## src/hdl/jse_pkg.sv

```systemverilog
// ----------------------------------------------------------------------------
// jse_pkg
// Shared types, character codes and helpers of the JSON string escaper.
// ----------------------------------------------------------------------------
package jse_pkg;

	// Character codes that the escaper emits or recognizes.
	localparam logic [7:0] CH_QUOTE = 8'h22;
	localparam logic [7:0] CH_BSLASH = 8'h5c;
	localparam logic [7:0] CH_U = 8'h75;
	localparam logic [7:0] CH_ZERO = 8'h30;
	localparam logic [7:0] CH_F = 8'h66;
	localparam logic [7:0] CH_D = 8'h64;
	localparam logic [7:0] CH_B = 8'h62;
	localparam logic [7:0] CH_N = 8'h6e;
	localparam logic [7:0] CH_R = 8'h72;
	localparam logic [7:0] CH_T = 8'h74;
	localparam logic [7:0] CH_DEL = 8'h7f;
	localparam logic [7:0] CH_SPACE = 8'h20;

	// Raw control bytes with a two-character escape.
	localparam logic [7:0] RAW_BS = 8'h08;
	localparam logic [7:0] RAW_TAB = 8'h09;
	localparam logic [7:0] RAW_LF = 8'h0a;
	localparam logic [7:0] RAW_FF = 8'h0c;
	localparam logic [7:0] RAW_CR = 8'h0d;

	// UTF-8 lead byte ranges.
	localparam logic [7:0] LEAD2_LO = 8'hc2;
	localparam logic [7:0] LEAD2_HI = 8'hdf;
	localparam logic [7:0] LEAD3_LO = 8'he0;
	localparam logic [7:0] LEAD3_HI = 8'hef;
	localparam logic [7:0] LEAD4_LO = 8'hf0;
	localparam logic [7:0] LEAD4_HI = 8'hf4;

	// Code point limits.
	localparam logic [20:0] CP_MIN3 = 21'h000800;
	localparam logic [20:0] CP_MIN4 = 21'h010000;
	localparam logic [20:0] CP_SUR_LO = 21'h00d800;
	localparam logic [20:0] CP_SUR_HI = 21'h00dfff;
	localparam logic [20:0] CP_MAX = 21'h10ffff;

	// Kind of the body segment of a run.
	localparam logic [1:0] BODY_NONE = 2'd0;
	localparam logic [1:0] BODY_LIT = 2'd1;
	localparam logic [1:0] BODY_PAIR = 2'd2;
	localparam logic [1:0] BODY_UESC = 2'd3;

	// One accepted input word.
	typedef struct packed {
		logic [7:0] data_byte;
		logic has_byte;
		logic first_of_string;
		logic last_of_string;
	} item_t;

	// Description of the output run of one item, in emission order:
	// opening quote, leading replacements, body, trailing replacements,
	// closing quote.
	typedef struct packed {
		logic open_q;
		logic [2:0] rep_a;
		logic [1:0] body_kind;
		logic [2:0] lit_len;
		logic [3:0][7:0] lit;
		logic [1:0] rep_b;
		logic close_q;
	} run_desc_t;

	function automatic logic [7:0] hex_lower(input logic [3:0] v);
		hex_lower = (v < 4'd10) ? (8'h30 + {4'd0, v}) : (8'h61 + {4'd0, v} - 8'd10);
	endfunction

	// Byte at a position of the six-byte replacement escape.
	function automatic logic [7:0] repl_byte(input logic [2:0] pos);
		case (pos)
			3'd0: repl_byte = CH_BSLASH;
			3'd1: repl_byte = CH_U;
			3'd2, 3'd3, 3'd4: repl_byte = CH_F;
			default: repl_byte = CH_D;
		endcase
	endfunction

endpackage

```

## src/hdl/jse_in_if.sv

```systemverilog
// ----------------------------------------------------------------------------
// jse_in_if
// Input channel of the escaper: one string byte and its framing marks.
// ----------------------------------------------------------------------------
interface jse_in_if;
	logic valid;
	logic ready;
	logic [7:0] data_byte;
	logic has_byte;
	logic first_of_string;
	logic last_of_string;

	modport source (output valid, output data_byte, output has_byte,
		output first_of_string, output last_of_string, input ready);
	modport sink (input valid, input data_byte, input has_byte,
		input first_of_string, input last_of_string, output ready);
endinterface

```

## src/hdl/jse_out_if.sv

```systemverilog
// ----------------------------------------------------------------------------
// jse_out_if
// Output channel of the escaper: one byte of escaped JSON text.
// ----------------------------------------------------------------------------
interface jse_out_if;
	logic valid;
	logic ready;
	logic [7:0] out_byte;
	logic last_of_run;

	modport source (output valid, output out_byte, output last_of_run, input ready);
	modport sink (input valid, input out_byte, input last_of_run, output ready);
endinterface

```

## src/hdl/json_string_escaper_utf8_unit.sv

```systemverilog
// ----------------------------------------------------------------------------
// json_string_escaper_utf8_unit
// Streams a string, one byte per input word, out as quoted JSON text with
// UTF-8 validation. An input word is taken every cycle as long as each word
// yields at most one output byte and the output is not stalled; a word that
// yields N bytes (N up to 25, for example a six-byte escape or a run of
// replacement escapes) holds the byte-wide output register until all N bytes
// are out, so the rate is set by the output sequencer. A word that yields
// nothing (no byte and no marks, or a byte that only extends a pending UTF-8
// sequence) is taken without waiting on the output and passes no output. The
// first output byte of a word passes from the input register through the run
// register into the output register, where it can be taken when the output
// is not stalled. Quotes, backslashes and control bytes are escaped;
// well-formed multi-byte UTF-8 passes through unchanged once complete, and
// any malformed byte is replaced by the escape of U+FFFD. The output word
// flagged last_of_run closes the output of one input word.
// ----------------------------------------------------------------------------
module json_string_escaper_utf8_unit import jse_pkg::*; (
	input logic clk,
	input logic arst_n,
	jse_in_if.sink item,
	jse_out_if.source result
);

	// The input register holds one word while its run description is built.
	logic v_s1;
	item_t item_s1;

	logic item_take;
	logic desc_valid;
	logic desc_ready;
	run_desc_t desc;

	// A new word is taken whenever the held one moves on in the same cycle.
	assign item.ready = !v_s1 || item_take;

	always_ff @(posedge clk or negedge arst_n) begin
		if (!arst_n) begin
			v_s1 <= 1'b0;
		end else if (item.ready) begin
			v_s1 <= item.valid;
		end
	end

	always_ff @(posedge clk) begin
		if (item.ready && item.valid) begin
			item_s1.data_byte <= item.data_byte;
			item_s1.has_byte <= item.has_byte;
			item_s1.first_of_string <= item.first_of_string;
			item_s1.last_of_string <= item.last_of_string;
		end
	end

	// Decide the output run of the held word and advance the UTF-8 state.
	jse_classify u_classify (
		.clk(clk),
		.arst_n(arst_n),
		.item(item_s1),
		.item_valid(v_s1),
		.desc_ready(desc_ready),
		.item_take(item_take),
		.desc_valid(desc_valid),
		.desc(desc)
	);

	// Play the run out one byte per cycle through the output register while the output is not stalled.
	jse_emit u_emit (
		.clk(clk),
		.arst_n(arst_n),
		.desc_valid(desc_valid),
		.desc(desc),
		.desc_ready(desc_ready),
		.result(result)
	);

endmodule

```

## src/hdl/jse_classify.sv

```systemverilog
// ----------------------------------------------------------------------------
// jse_classify
// UTF-8 tracking state and the decision logic that turns one item into a
// run description.
// ----------------------------------------------------------------------------
module jse_classify import jse_pkg::*; (
	input logic clk,
	input logic arst_n,
	input item_t item,
	input logic item_valid,
	input logic desc_ready,
	output logic item_take,
	output logic desc_valid,
	output run_desc_t desc
);

	logic [2:0][7:0] pend_q;
	logic [1:0] pc_q;
	logic [2:0] sl_q;

	logic [2:0][7:0] n_pend;
	logic [1:0] n_pc;
	logic [2:0] n_sl;
	logic [1:0] pc_e;
	logic [2:0] sl_e;
	logic do_fresh;
	logic seq_ok;
	logic [20:0] cp;
	logic [7:0] b;
	logic empty;

	// Fresh byte decode.
	logic [1:0] f_kind;
	logic [7:0] f_char;
	logic f_lead;
	logic [2:0] f_sl;
	logic f_stray;

	assign b = item.data_byte;

	always_comb begin
		f_kind = BODY_NONE;
		f_char = b;
		f_lead = 1'b0;
		f_sl = 3'd0;
		f_stray = 1'b0;
		unique case (b)
			CH_QUOTE: begin f_kind = BODY_PAIR; f_char = CH_QUOTE; end
			CH_BSLASH: begin f_kind = BODY_PAIR; f_char = CH_BSLASH; end
			RAW_BS: begin f_kind = BODY_PAIR; f_char = CH_B; end
			RAW_FF: begin f_kind = BODY_PAIR; f_char = CH_F; end
			RAW_LF: begin f_kind = BODY_PAIR; f_char = CH_N; end
			RAW_CR: begin f_kind = BODY_PAIR; f_char = CH_R; end
			RAW_TAB: begin f_kind = BODY_PAIR; f_char = CH_T; end
			default: begin
				if (b < CH_SPACE || b == CH_DEL) begin
					f_kind = BODY_UESC;
				end else if (!b[7]) begin
					f_kind = BODY_LIT;
				end else if (b >= LEAD2_LO && b <= LEAD2_HI) begin
					f_lead = 1'b1;
					f_sl = 3'd2;
				end else if (b >= LEAD3_LO && b <= LEAD3_HI) begin
					f_lead = 1'b1;
					f_sl = 3'd3;
				end else if (b >= LEAD4_LO && b <= LEAD4_HI) begin
					f_lead = 1'b1;
					f_sl = 3'd4;
				end else begin
					f_stray = 1'b1;
				end
			end
		endcase
	end

	// Check of the code point that a final continuation byte completes.
	always_comb begin
		cp = '0;
		seq_ok = 1'b1;
		case (sl_e)
			3'd3: begin
				cp = {5'd0, pend_q[0][3:0], pend_q[1][5:0], b[5:0]};
				seq_ok = !(cp < CP_MIN3 || (cp >= CP_SUR_LO && cp <= CP_SUR_HI));
			end
			3'd4: begin
				cp = {pend_q[0][2:0], pend_q[1][5:0], pend_q[2][5:0], b[5:0]};
				seq_ok = !(cp < CP_MIN4 || cp > CP_MAX);
			end
			default: seq_ok = 1'b1;
		endcase
	end

	always_comb begin
		pc_e = item.first_of_string ? 2'd0 : pc_q;
		sl_e = item.first_of_string ? 3'd0 : sl_q;
		n_pend = pend_q;
		n_pc = pc_e;
		n_sl = sl_e;
		do_fresh = 1'b0;
		desc = '0;
		desc.open_q = item.first_of_string;
		if (item.has_byte) begin
			if (pc_e == 2'd0) begin
				do_fresh = 1'b1;
			end else if (b[7:6] != 2'b10) begin
				// Broken sequence: replace what is held, then start over.
				desc.rep_a = {1'b0, pc_e};
				n_pc = 2'd0;
				n_sl = 3'd0;
				do_fresh = 1'b1;
			end else if (({1'b0, pc_e} + 3'd1) >= sl_e) begin
				n_pc = 2'd0;
				n_sl = 3'd0;
				if (seq_ok) begin
					desc.body_kind = BODY_LIT;
					desc.lit_len = {1'b0, pc_e} + 3'd1;
					desc.lit[0] = pend_q[0];
					desc.lit[1] = pend_q[1];
					desc.lit[2] = pend_q[2];
					desc.lit[pc_e] = b;
				end else begin
					desc.rep_a = {1'b0, pc_e} + 3'd1;
				end
			end else begin
				n_pend[pc_e] = b;
				n_pc = pc_e + 2'd1;
			end
		end
		if (do_fresh) begin
			desc.body_kind = f_kind;
			desc.lit_len = 3'd1;
			desc.lit[0] = f_char;
			desc.rep_a = desc.rep_a + {2'd0, f_stray};
			if (f_lead) begin
				n_pend[0] = b;
				n_pc = 2'd1;
				n_sl = f_sl;
			end
		end
		if (item.last_of_string) begin
			desc.rep_b = n_pc;
			desc.close_q = 1'b1;
			n_pc = 2'd0;
			n_sl = 3'd0;
		end
	end

	assign empty = !desc.open_q && desc.rep_a == 3'd0 && desc.body_kind == BODY_NONE
		&& desc.rep_b == 2'd0 && !desc.close_q;
	assign item_take = item_valid && (empty || desc_ready);
	assign desc_valid = item_valid && !empty;

	always_ff @(posedge clk or negedge arst_n) begin
		if (!arst_n) begin
			pc_q <= 2'd0;
			sl_q <= 3'd0;
			pend_q <= '0;
		end else if (item_take) begin
			pc_q <= n_pc;
			sl_q <= n_sl;
			pend_q <= n_pend;
		end
	end

endmodule

```

## src/hdl/jse_emit.sv

```systemverilog
// ----------------------------------------------------------------------------
// jse_emit
// Run register and byte sequencer that walks a run description and feeds
// the output register one byte per cycle while the output is not stalled.
// ----------------------------------------------------------------------------
module jse_emit import jse_pkg::*; (
	input logic clk,
	input logic arst_n,
	input logic desc_valid,
	input run_desc_t desc,
	output logic desc_ready,
	jse_out_if.source result
);

	localparam logic [2:0] PH_OPEN = 3'd0;
	localparam logic [2:0] PH_REPA = 3'd1;
	localparam logic [2:0] PH_BODY = 3'd2;
	localparam logic [2:0] PH_REPB = 3'd3;
	localparam logic [2:0] PH_CLOSE = 3'd4;
	localparam logic [2:0] PH_DONE = 3'd5;

	logic dv_q;
	run_desc_t desc_q;
	logic [2:0] ph_q;
	logic [2:0] pos_q;
	logic [2:0] cnt_q;
	logic ov_q;
	logic [7:0] ob_q;
	logic ol_q;

	logic out_free;
	logic step;
	logic [2:0] len;
	logic seg_end;
	logic more_reps;
	logic [2:0] nxt;
	logic is_last;
	logic [7:0] cur_byte;
	logic load;
	logic [2:0] load_ph;

	function automatic logic [4:0] seg_present(input run_desc_t d);
		seg_present = {d.close_q, d.rep_b != 2'd0, d.body_kind != BODY_NONE,
			d.rep_a != 3'd0, d.open_q};
	endfunction

	// Lowest segment at or after start that has something to emit.
	function automatic logic [2:0] first_from(input logic [4:0] ne, input logic [2:0] start);
		logic [2:0] r;
		r = PH_DONE;
		for (int i = 4; i >= 0; i--) begin
			if (3'(i) >= start && ne[i]) begin
				r = 3'(i);
			end
		end
		first_from = r;
	endfunction

	function automatic logic [2:0] seg_count(input logic [2:0] ph, input run_desc_t d);
		case (ph)
			PH_REPA: seg_count = d.rep_a;
			PH_REPB: seg_count = {1'b0, d.rep_b};
			default: seg_count = 3'd1;
		endcase
	endfunction

	assign out_free = !ov_q || result.ready;
	assign step = dv_q && out_free;

	always_comb begin
		case (ph_q)
			PH_REPA, PH_REPB: len = 3'd6;
			PH_BODY: begin
				case (desc_q.body_kind)
					BODY_LIT: len = desc_q.lit_len;
					BODY_PAIR: len = 3'd2;
					default: len = 3'd6;
				endcase
			end
			default: len = 3'd1;
		endcase
	end

	assign seg_end = pos_q == (len - 3'd1);
	assign more_reps = cnt_q > 3'd1;
	assign nxt = first_from(seg_present(desc_q), ph_q + 3'd1);
	assign is_last = seg_end && !more_reps && nxt == PH_DONE;

	always_comb begin
		case (ph_q)
			PH_REPA, PH_REPB: cur_byte = repl_byte(pos_q);
			PH_BODY: begin
				case (desc_q.body_kind)
					BODY_LIT: cur_byte = desc_q.lit[pos_q[1:0]];
					BODY_PAIR: cur_byte = (pos_q == 3'd0) ? CH_BSLASH : desc_q.lit[0];
					default: begin
						case (pos_q)
							3'd0: cur_byte = CH_BSLASH;
							3'd1: cur_byte = CH_U;
							3'd2, 3'd3: cur_byte = CH_ZERO;
							3'd4: cur_byte = hex_lower(desc_q.lit[0][7:4]);
							default: cur_byte = hex_lower(desc_q.lit[0][3:0]);
						endcase
					end
				endcase
			end
			default: cur_byte = CH_QUOTE;
		endcase
	end

	assign desc_ready = !dv_q || (step && is_last);
	assign load = desc_ready && desc_valid;
	assign load_ph = first_from(seg_present(desc), PH_OPEN);

	always_ff @(posedge clk or negedge arst_n) begin
		if (!arst_n) begin
			dv_q <= 1'b0;
			ph_q <= PH_OPEN;
			pos_q <= 3'd0;
			cnt_q <= 3'd0;
			ov_q <= 1'b0;
		end else begin
			if (step) begin
				ov_q <= 1'b1;
			end else if (result.ready) begin
				ov_q <= 1'b0;
			end
			if (desc_ready) begin
				dv_q <= desc_valid;
				if (desc_valid) begin
					ph_q <= load_ph;
					pos_q <= 3'd0;
					cnt_q <= seg_count(load_ph, desc);
				end
			end else if (step) begin
				if (!seg_end) begin
					pos_q <= pos_q + 3'd1;
				end else if (more_reps) begin
					pos_q <= 3'd0;
					cnt_q <= cnt_q - 3'd1;
				end else begin
					pos_q <= 3'd0;
					ph_q <= nxt;
					cnt_q <= seg_count(nxt, desc_q);
				end
			end
		end
	end

	always_ff @(posedge clk) begin
		if (load) begin
			desc_q <= desc;
		end
		if (step) begin
			ob_q <= cur_byte;
			ol_q <= is_last;
		end
	end

	assign result.valid = ov_q;
	assign result.out_byte = ob_q;
	assign result.last_of_run = ol_q;

endmodule
```

## src/flat_wrapper.sv

```systemverilog
// flat-port wrapper written by rule: the top's interface ports become plain ports
module json_string_escaper_utf8_unit_flat import jse_pkg::*;
  (clk, arst_n, item_valid, item_data_byte, item_has_byte, item_first_of_string, item_last_of_string, item_ready, result_valid, result_out_byte, result_last_of_run, result_ready);
  jse_in_if item_i ();
  jse_out_if result_i ();
  input logic clk;
  input logic arst_n;
  input wire logic [$bits(item_i.valid)-1:0] item_valid;
  input wire logic [$bits(item_i.data_byte)-1:0] item_data_byte;
  input wire logic [$bits(item_i.has_byte)-1:0] item_has_byte;
  input wire logic [$bits(item_i.first_of_string)-1:0] item_first_of_string;
  input wire logic [$bits(item_i.last_of_string)-1:0] item_last_of_string;
  output wire logic [$bits(item_i.ready)-1:0] item_ready;
  output wire logic [$bits(result_i.valid)-1:0] result_valid;
  output wire logic [$bits(result_i.out_byte)-1:0] result_out_byte;
  output wire logic [$bits(result_i.last_of_run)-1:0] result_last_of_run;
  input wire logic [$bits(result_i.ready)-1:0] result_ready;
  assign item_i.valid = item_valid;
  assign item_i.data_byte = item_data_byte;
  assign item_i.has_byte = item_has_byte;
  assign item_i.first_of_string = item_first_of_string;
  assign item_i.last_of_string = item_last_of_string;
  assign item_ready = item_i.ready;
  assign result_valid = result_i.valid;
  assign result_out_byte = result_i.out_byte;
  assign result_last_of_run = result_i.last_of_run;
  assign result_i.ready = result_ready;
  json_string_escaper_utf8_unit u_core (.clk(clk), .arst_n(arst_n), .item(item_i), .result(result_i));
endmodule
```

## config.mk

```make
export PLATFORM = sky130hd
export DESIGN_NAME = json_string_escaper_utf8_unit_flat
export DESIGN_NICKNAME = d
export VERILOG_FILES = /design/src/hdl/jse_pkg.sv /design/src/hdl/jse_in_if.sv /design/src/hdl/jse_out_if.sv /design/src/hdl/json_string_escaper_utf8_unit.sv /design/src/hdl/jse_classify.sv /design/src/hdl/jse_emit.sv /design/src/flat_wrapper.sv
export SDC_FILE = /design/constraint.sdc
export NUM_CORES = 1
export LEC_CHECK = 0
export ABC_AREA = 1
export BUFFER_PORTS_ARGS = -buffer_cell sky130_fd_sc_hd__buf_4
export CAP_MARGIN = 20
export CORE_MARGIN = 2
export CORE_UTILIZATION = 50
export CTS_CLUSTER_SIZE = 40
export DETAILED_ROUTE_END_ITERATION = 10
export GPL_ROUTABILITY_DRIVEN = 0
export HOLD_SLACK_MARGIN = 0.08
export PLACE_DENSITY = 0.67
export SLEW_MARGIN = 20
export SYNTH_ARGS = -nofsm -noshare
export SYNTH_HDL_FRONTEND = slang
export SYNTH_SLANG_ARGS = --single-unit
```

## constraint.sdc

```tcl
create_clock -name clk -period 4.8 [get_ports clk]
set_input_delay 0.96 -clock clk [delete_from_list [all_inputs] [get_ports clk]]
set_output_delay 0.96 -clock clk [all_outputs]
set_load 0.01 [all_outputs]
```

==> impl_metrics.py, run 1 <==
metrics = {
    "synthesis": {
        "synth-compound-area-share_pct": 17.1,
        "synth-edff-count": 64,
        "avgSynthCellArea_um2": 8.31,
        "synthFlopType": "edfxtp_1",
        "synth_warnings": 0,
        "syn_area_mm2": 0.00646,
        "synth-seq-cells": 105,
        "synthXorXnorAreaFrac_pct": 1.22,
        "yosys.area_share.simple_pct": 23.0,
        "synthAdderAreaFrac_pct": 4.84,
        "syn-instance-count": 777,
        "synth_top_area_cell": "edfxtp_1",
        "synth_area_leaders": "edfxtp_1 (30%), dfrtp_1 (16%), nand2_1 (10%), o21ai_0 (6.7%), inv_1 (5.2%)",
        "muxShareOfSynthArea_pct": 0,
        "yosysSeqAreaShare_pct": 45.7,
        "netlist.area_leader.share_pct": 29.8,
        "yosysUniqueCellTypes": 51,
        "synth_fp_nets": 817,
        "synthArstFlopShare_pct": 39.0,
        "synth_top_family_by_area": "simple AND/OR/NAND/NOR gates",
    },
    "sta": {
        "clock.fmax_ghz": 0.217,
        "period_share_pct": 95.8,
        "tightest_slew_ns": 0.722,
        "hold_viol_final": 0,
        "slew_headroom_pct": 51.8,
        "fin_hold_ws_ns": 0.462,
        "setup_viol": 0,
        "period_minus_slack_ns": 4.60,
        "skew_ns": 0.00356,
        "slew_viol_final": 0,
    },
    "final_layout": {
        "drive_gt1_share_pct": 14.9,
        "utilization_pct": 56.2,
        "nNetsFinal": 840,
        "syn_to_final_growth_pct": 9.86,
        "antenna_cells": 0,
        "final_cells": 977,
    },
    "die": {
        "fp.dieW_um": 118,
        "die_h_um": 118,
        "die_area_mm2": 0.0138,
        "initial_utilization_pct": 51.2,
        "core-area_mm2": 0.0126,
        "num_io_pins": 26,
        "rows": 41,
    },
    "route": {
        "wl_per_cell_um": 15.0,
        "avgViaCountPerCell": 5.51,
        "vias": 5386,
        "first_pass_iters": 7,
        "drtIter0Drc": 468,
        "drt_drc_violations_left": 0,
        "ant_nets": 0,
        "wl_um": 14700,
    },
    "clock_network": {
        "root_buffer": "clkbuf_16",
        "ctsLongestPathBuffers": 2,
        "cts_num_sinks": 105,
        "cts_tree": "done",
        "ctsHoldBuffers": 0,
        "htree_num_levels": 3,
        "clkLatencyLatePin_ns": 0.35,
        "clk_pin_slew_ns": 0.07,
        "cts_made_buffers": 9,
    },
    "global_routing": {
        "grt_pass1_vias": 5019,
        "grt_pass1_wl_um": 24600,
        "grt.busiest_layer": "met2",
        "met1_usage_pct": 30.2,
        "met2_usage_pct": 35.1,
        "antenna_found_initial": 1,
        "grt_max_degree": 42,
        "grt_usage_pct": 21.8,
        "gr-total-overflow": 0,
        "grt_use_met3_pct": 4.17,
    },
    "setup_path": {
        "worstPathMaxFanout": 5,
        "reg2reg_to": "u_core.item_s1[6]$_DFFE_PP_",
        "crit_slowest_cell": "edfxtp_1",
        "crit_arrival_ns": 3.64,
        "required_ns": 3.84,
        "worst-path-buf-inv": 4,
        "rrSetupSlack_ns": 0.88,
        "critical-path-max-stage-delay_ns": 0.50,
        "critPathTopFamily": "simple AND/OR/NAND/NOR gates",
        "critPathLaunchType": "flop",
        "cp-end-kind": "output port",
        "crit_type": "reg -> out",
        "ff2ff_path_depth": 22,
        "r2r-start": "u_core.item_s1[1]$_DFFE_PP_",
        "path_cells": "nor2_4 > inv_1 > ha_1 > ha_1 > nand3_1 > nand3_2 > nand2_1 > o21ai_1 > nand2_1 > inv_1 > ha_1 > ha_1 > nand2_1 > o21a_1 > nand3_2 > nor2_4 > nand4_4 > nand2_4 > inv_4 > nand2_1 > buf_4",
    },
    "min_path": {
        "hold_class": "reg -> reg",
        "hold_end": "u_core.u_classify.pend_q[7]$_DFFE_PN0P_",
        "hold-path-cell-count": 2,
        "min-delay-start": "u_core.u_classify.pend_q[7]$_DFFE_PN0P_",
    },
    "power_and_ir_drop": {
        "vdd_drop_max_mv": 0.261,
        "p_leak_uw": 0.00321,
        "p_comb_share_pct": 40.3,
        "p_int_uw": 1920,
        "p_per_area_mw_per_mm2": 454,
        "switching_power_uw": 1300,
        "power_frac_seq_pct": 37.9,
        "power_frac_clock_pct": 21.8,
        "power.share.switching_pct": 40.3,
    },
    "place": {
        "dp_hpwl_um": 10800,
        "io_buffers": 25,
        "place_inst": 955,
    },
    "status": {
        "status": "completed",
    },
    "run": {
        "max_cap_viol_count": 0,
    },
}
sequential cells by signal, summed over array words and instances (netlist names):
name	count
u_core.u_emit.cnt_q	3
u_core.item_s1	11
u_core.u_emit.result.valid	1
u_core.u_classify.pend_q	24
u_core.v_s1	1
u_core.u_classify.sl_q	3
u_core.u_emit.desc_q	44
u_core.u_emit.result.out_byte	8
u_core.u_emit.pos_q	3
u_core.u_emit.dv_q	1
u_core.u_emit.result.last_of_run	1
u_core.u_emit.ph_q	3
u_core.u_classify.pc_q	2
power groups by stage:
stage          Combinational (µW)  Clock (µW)  Sequential [µW]
6_report                     1300         702             1220
5_1_grt                      1480         755             1240
4_1_cts                      1270         714             1220
3_5_place_dp                 1270           0             1240
3_3_place_gp                 1230           0             1230
2_1_floorplan                1000           0             1190
layout make-up:
type	instances	area [µm²]
clock inverter	5	30.0
tap	172	215
inverter	102	388
multi-input combinational	548	3010
timing repair buffer	34	255
sequential	105	2950
fill	1160	5530
clock buffer	11	253
metal layers:
metal  vias to the layer above  wire [µm]
met2                       181       6970
met4                         0        242
met3                        27        860
li1                       2645          -
met5                         -          0
met1                      2533       6600
per-stage QoR:
stage | setup TNS [ns] | worst slack, ns | cell area [µm²] | power, µW
after global routing | -0.00135 | -0.00135 | 7090 | 3470
after detailed placement | 0 | 0.289 | 6740 | 2500
final | 0 | 0.201 | 7090 | 3220
after CTS | 0 | 0.00679 | 7030 | 3210
after global placement | 0 | 0.502 | 6740 | 2460
after floorplan | 0 | 0.762 | 6460 | 2190
cell usage after synthesis, types with 2 or more instances:
master and number:
a211oi_1 2, a21oi_1 34, a22oi_1 2, buf_2 2
buf_6 7, clkbuf_1 11, dfrtp_1 41, edfxtp_1 64
ha_1 25, inv_1 89, inv_2 10, inv_4 2
nand2_1 173, nand2_2 12, nand2_4 5, nand3_1 40
nand3_2 2, nand4_1 6, nor2_1 78, nor2_2 2
nor2_4 3, nor3_1 7, o2111ai_1 2, o211ai_1 4
o21ai_0 86, o21ai_1 4, o21ai_2 26, o221ai_1 2
o22ai_1 4, o31ai_1 3, o32ai_1 2, xnor2_1 2
xor2_1 7
what timing repair did:
action,in CTS,in global routing
endpoints found under the setup margin,1,1
gates resized for setup,2,4
buffers inserted,0,6
pin swaps,0,2
cells in the final DEF, fill, tap and decap left out, drive strengths merged, types with 11 or more instances in the layout:
cell type  synthesis  routed
dfrtp             41      41
o21ai            117     117
inv              101     101
a21oi             34      34
ha                25      25
nand3             42      42
edfxtp            64      64
nand2            190     190
clkbuf            11      11
nor2              83      83
buf               11      34
cell families after synthesis:
group / count (synthesis)
flip-flops: 105
buffers and inverters: 124
AO/OA/AOI/OAI: 180
XOR/XNOR: 9
other: 1
adder cells (fa/ha/maj): 25
AND/OR/NAND/NOR: 333
how the worst max path moves through the flow:
stage,from,endpoint,slack (ns),depth (start not counted)
detailed placement,u_core.item_s1[1]$_DFFE_PP_,item_ready,0.29,21
finish,u_core.item_s1[1]$_DFFE_PP_,item_ready,0.20,21
floorplan,u_core.item_s1[1]$_DFFE_PP_,item_ready,0.76,20
global route,u_core.item_s1[1]$_DFFE_PP_,item_ready,-0.001,21
global placement,u_core.item_s1[1]$_DFFE_PP_,item_ready,0.50,21
CTS,u_core.item_s1[1]$_DFFE_PP_,item_ready,0.007,21
tightest hold or removal path: cells and delay by family (launching register included):
family        cells  cell delay [ns]
flops             1             0.34
buf+inv           1             0.04
simple gates      1             0.05
(Power assumes the default switching activity.)
==> run 2: changes to the inputs <==
Settings changed: CELL_PAD_IN_SITES_DETAIL_PLACEMENT from default to 0, CELL_PAD_IN_SITES_GLOBAL_PLACEMENT from default to 1, CORE_UTILIZATION 50 to 48, PLACE_DENSITY 0.67 to default, PLACE_DENSITY_LB_ADDON from default to 0.1.
==> run 2 against run 1 <==
  * Clock-buffer cell count decreased by 2
  * Non-clock buffer count increased by 3
  * First-iteration DRC count shrank 4.7%
  * Routed wire length increased by 5.1%
  * Fmax increased by 1.9%
  * Die area is 4.0% higher
  * Utilization shrank 2.1 points
  * Clock power up 3.3%
  * Combinational power rose by 4%
  * Final cell count increased by 0.72%
  * Critical endpoint unchanged
  * Highest routed layer unchanged
==> impl_metrics.py, run 2 (synthesis results as in run 1) <==
metrics = {
    "status": {
        "status": "completed",
    },
    "sta": {
        "tightest_slew_ns": 0.715,
        "slew_viol_final": 0,
        "setup_viol": 0,
        "clock.fmax_ghz": 0.222,
        "timing.setup.tns_ns": 0,
        "period_minus_slack_ns": 4.51,
        "hold_viol_final": 0,
        "period_share_pct": 94.0,
        "skew_ns": 0.0103,
        "grt_setup_unrepaired": "no",
        "slew_headroom_pct": 52.2,
    },
    "final_layout": {
        "final_cells": 984,
        "largest_reg_flops": 44,
        "nNetsFinal": 843,
        "regMostFlops": "u_core.u_emit.desc_q",
        "final_common_cell": "nand2_1",
        "utilization_pct": 54.1,
        "design_area_mm2": 0.00714,
        "drive_gt1_share_pct": 15.5,
        "layout_common_cells": "nand2_1 (173), inv_1 (89), o21ai_0 (86)",
        "antenna_cells": 0,
        "top_regs": "u_core.u_emit.desc_q: 44 flops, u_core.u_classify.pend_q: 24 flops, u_core.item_s1: 11 flops",
        "syn_to_final_growth_pct": 10.6,
    },
    "setup_path": {
        "critical-path-max-stage-delay_ns": 0.39,
        "ff2ff_path_depth": 23,
        "critPathTopFamily": "simple AND/OR/NAND/NOR gates",
        "worst-path-buf-inv": 5,
        "crit_type": "reg -> out",
        "worstPathMaxFanout": 5,
        "cp.depth": 22,
        "crit_slowest_cell": "edfxtp_1",
        "path_cells": "buf_4 > nor2_4 > inv_1 > ha_4 > ha_1 > nand3_1 > nand3_2 > nand2_1 > o21ai_1 > nand2_1 > inv_1 > ha_1 > ha_1 > nand2_1 > o21a_1 > nand3_2 > nor2_4 > nand4_4 > nand2_4 > inv_4 > nand2_1 > buf_4",
        "cp-end-kind": "output port",
        "required_ns": 3.84,
        "critPathLaunchType": "flop",
        "path_common_cell": "nand2_1",
        "crit_arrival_ns": 3.55,
    },
    "clock_network": {
        "ctsLongestPathBuffers": 2,
        "root_buffer": "clkbuf_16",
        "clk_pin_slew_ns": 0.08,
        "ctsHoldBuffers": 0,
        "htree_num_levels": 3,
        "cts_made_buffers": 9,
        "cts_tree": "done",
        "cts_num_sinks": 105,
        "clkLatencyLatePin_ns": 0.36,
    },
    "power_and_ir_drop": {
        "switching_power_uw": 1350,
        "power_frac_seq_pct": 36.6,
        "p_leak_uw": 0.00323,
        "p_comb_share_pct": 41.2,
        "p_int_uw": 1920,
        "p_per_area_mw_per_mm2": 459,
        "power_frac_clock_pct": 22.1,
        "fin_total_pwr_uw": 3280,
        "power.share.switching_pct": 41.3,
        "vdd_drop_max_mv": 0.197,
    },
    "route": {
        "avgViaCountPerCell": 5.31,
        "wl_per_cell_um": 15.7,
        "wl_um": 15400,
        "drt_drc_violations_left": 0,
        "drtIter0Drc": 446,
        "m1WireLength_um": 7420,
        "ant_nets": 0,
        "wl_met3_um": 584,
        "top_layer": "met4",
        "met2WireLength_um": 7110,
        "first_pass_iters": 5,
        "vias": 5221,
    },
    "min_path": {
        "hold-path-cell-count": 2,
        "hold_class": "reg -> reg",
    },
    "global_routing": {
        "gr-total-overflow": 0,
        "grt_usage_pct": 22.6,
        "antenna_found_initial": 0,
        "grt_max_degree": 45,
        "grt_pass1_wl_um": 25400,
        "grt_pass1_vias": 4927,
    },
    "die": {
        "initial_utilization_pct": 49.0,
        "core-area_mm2": 0.0132,
        "die_area_mm2": 0.0144,
        "rows": 42,
        "num_io_pins": 26,
        "fp.dieW_um": 120,
        "die_h_um": 120,
    },
    "run": {
        "max_cap_viol_count": 0,
    },
    "place": {
        "place_inst": 960,
        "dp_hpwl_um": 11200,
        "io_buffers": 25,
        "post_dp_cell_area_mm2": 0.00675,
    },
}
-- run 2: tightest hold or removal path: cells and delay by family (launching register included) --
kind	cells	cell delay (ns)
flops	1	0.33
simple gates	1	0.06
buf+inv	1	0.05
-- run 2: power by group through the flow --
stage | logic (µW) | registers, µW | clock network (µW)
global placement | 1290 | 1220 | 0
finish | 1350 | 1200 | 725
detailed placement | 1310 | 1220 | 0
floorplan | 1000 | 1190 | 0
global route | 1550 | 1220 | 772
CTS | 1310 | 1200 | 741
-- run 2: metrics by stage --
step,setup slack (ns),hold WS [ns]
6_report,0.287,0.468
5_1_grt,0.0271,0.475
4_1_cts,0.00824,0.472
3_5_place_dp,0.290,0.452
3_3_place_gp,0.477,0.446
2_1_floorplan,0.762,0.420
-- run 2: worst paths after layout --
check	start	endpoint	slack, ns
min	u_core.u_classify.pend_q[6]$_DFFE_PN0P_	u_core.u_classify.pend_q[6]$_DFFE_PN0P_	0.47
max reg2reg	u_core.item_s1[1]$_DFFE_PP_	u_core.u_classify.pend_q[19]$_DFFE_PN0P_	0.96
min in group asynchronous	arst_n	u_core.u_classify.pend_q[13]$_DFFE_PN0P_	0.61
max in group asynchronous	arst_n	u_core.u_classify.pend_q[10]$_DFFE_PN0P_	3.80
min reg2reg	u_core.u_classify.pend_q[6]$_DFFE_PN0P_	u_core.u_classify.pend_q[6]$_DFFE_PN0P_	0.47
max	u_core.item_s1[1]$_DFFE_PP_	item_ready	0.29
-- run 2: final cells by class --
cell class,count,area (µm²)
Inverter,102,388
Clock buffer,9,225
Clock inverter,7,62.6
Tap cell,176,220
Timing Repair Buffer,37,278
Fill cell,1272,6050
Multi-Input combinational cell,548,3020
Sequential cell,105,2950
-- run 2: layer usage --
layer	up-vias	track usage [%]
li1	2653	-
met1	2431	31.8
met2	114	35.3
met3	23	3.80
met4	0	8.01
met5	-	0
-- run 2: repair_timing --
action                     CTS  global route
pin swaps                    0             4
resized for setup            1             6
setup endpoints to repair    1             1
setup buffers                0             8
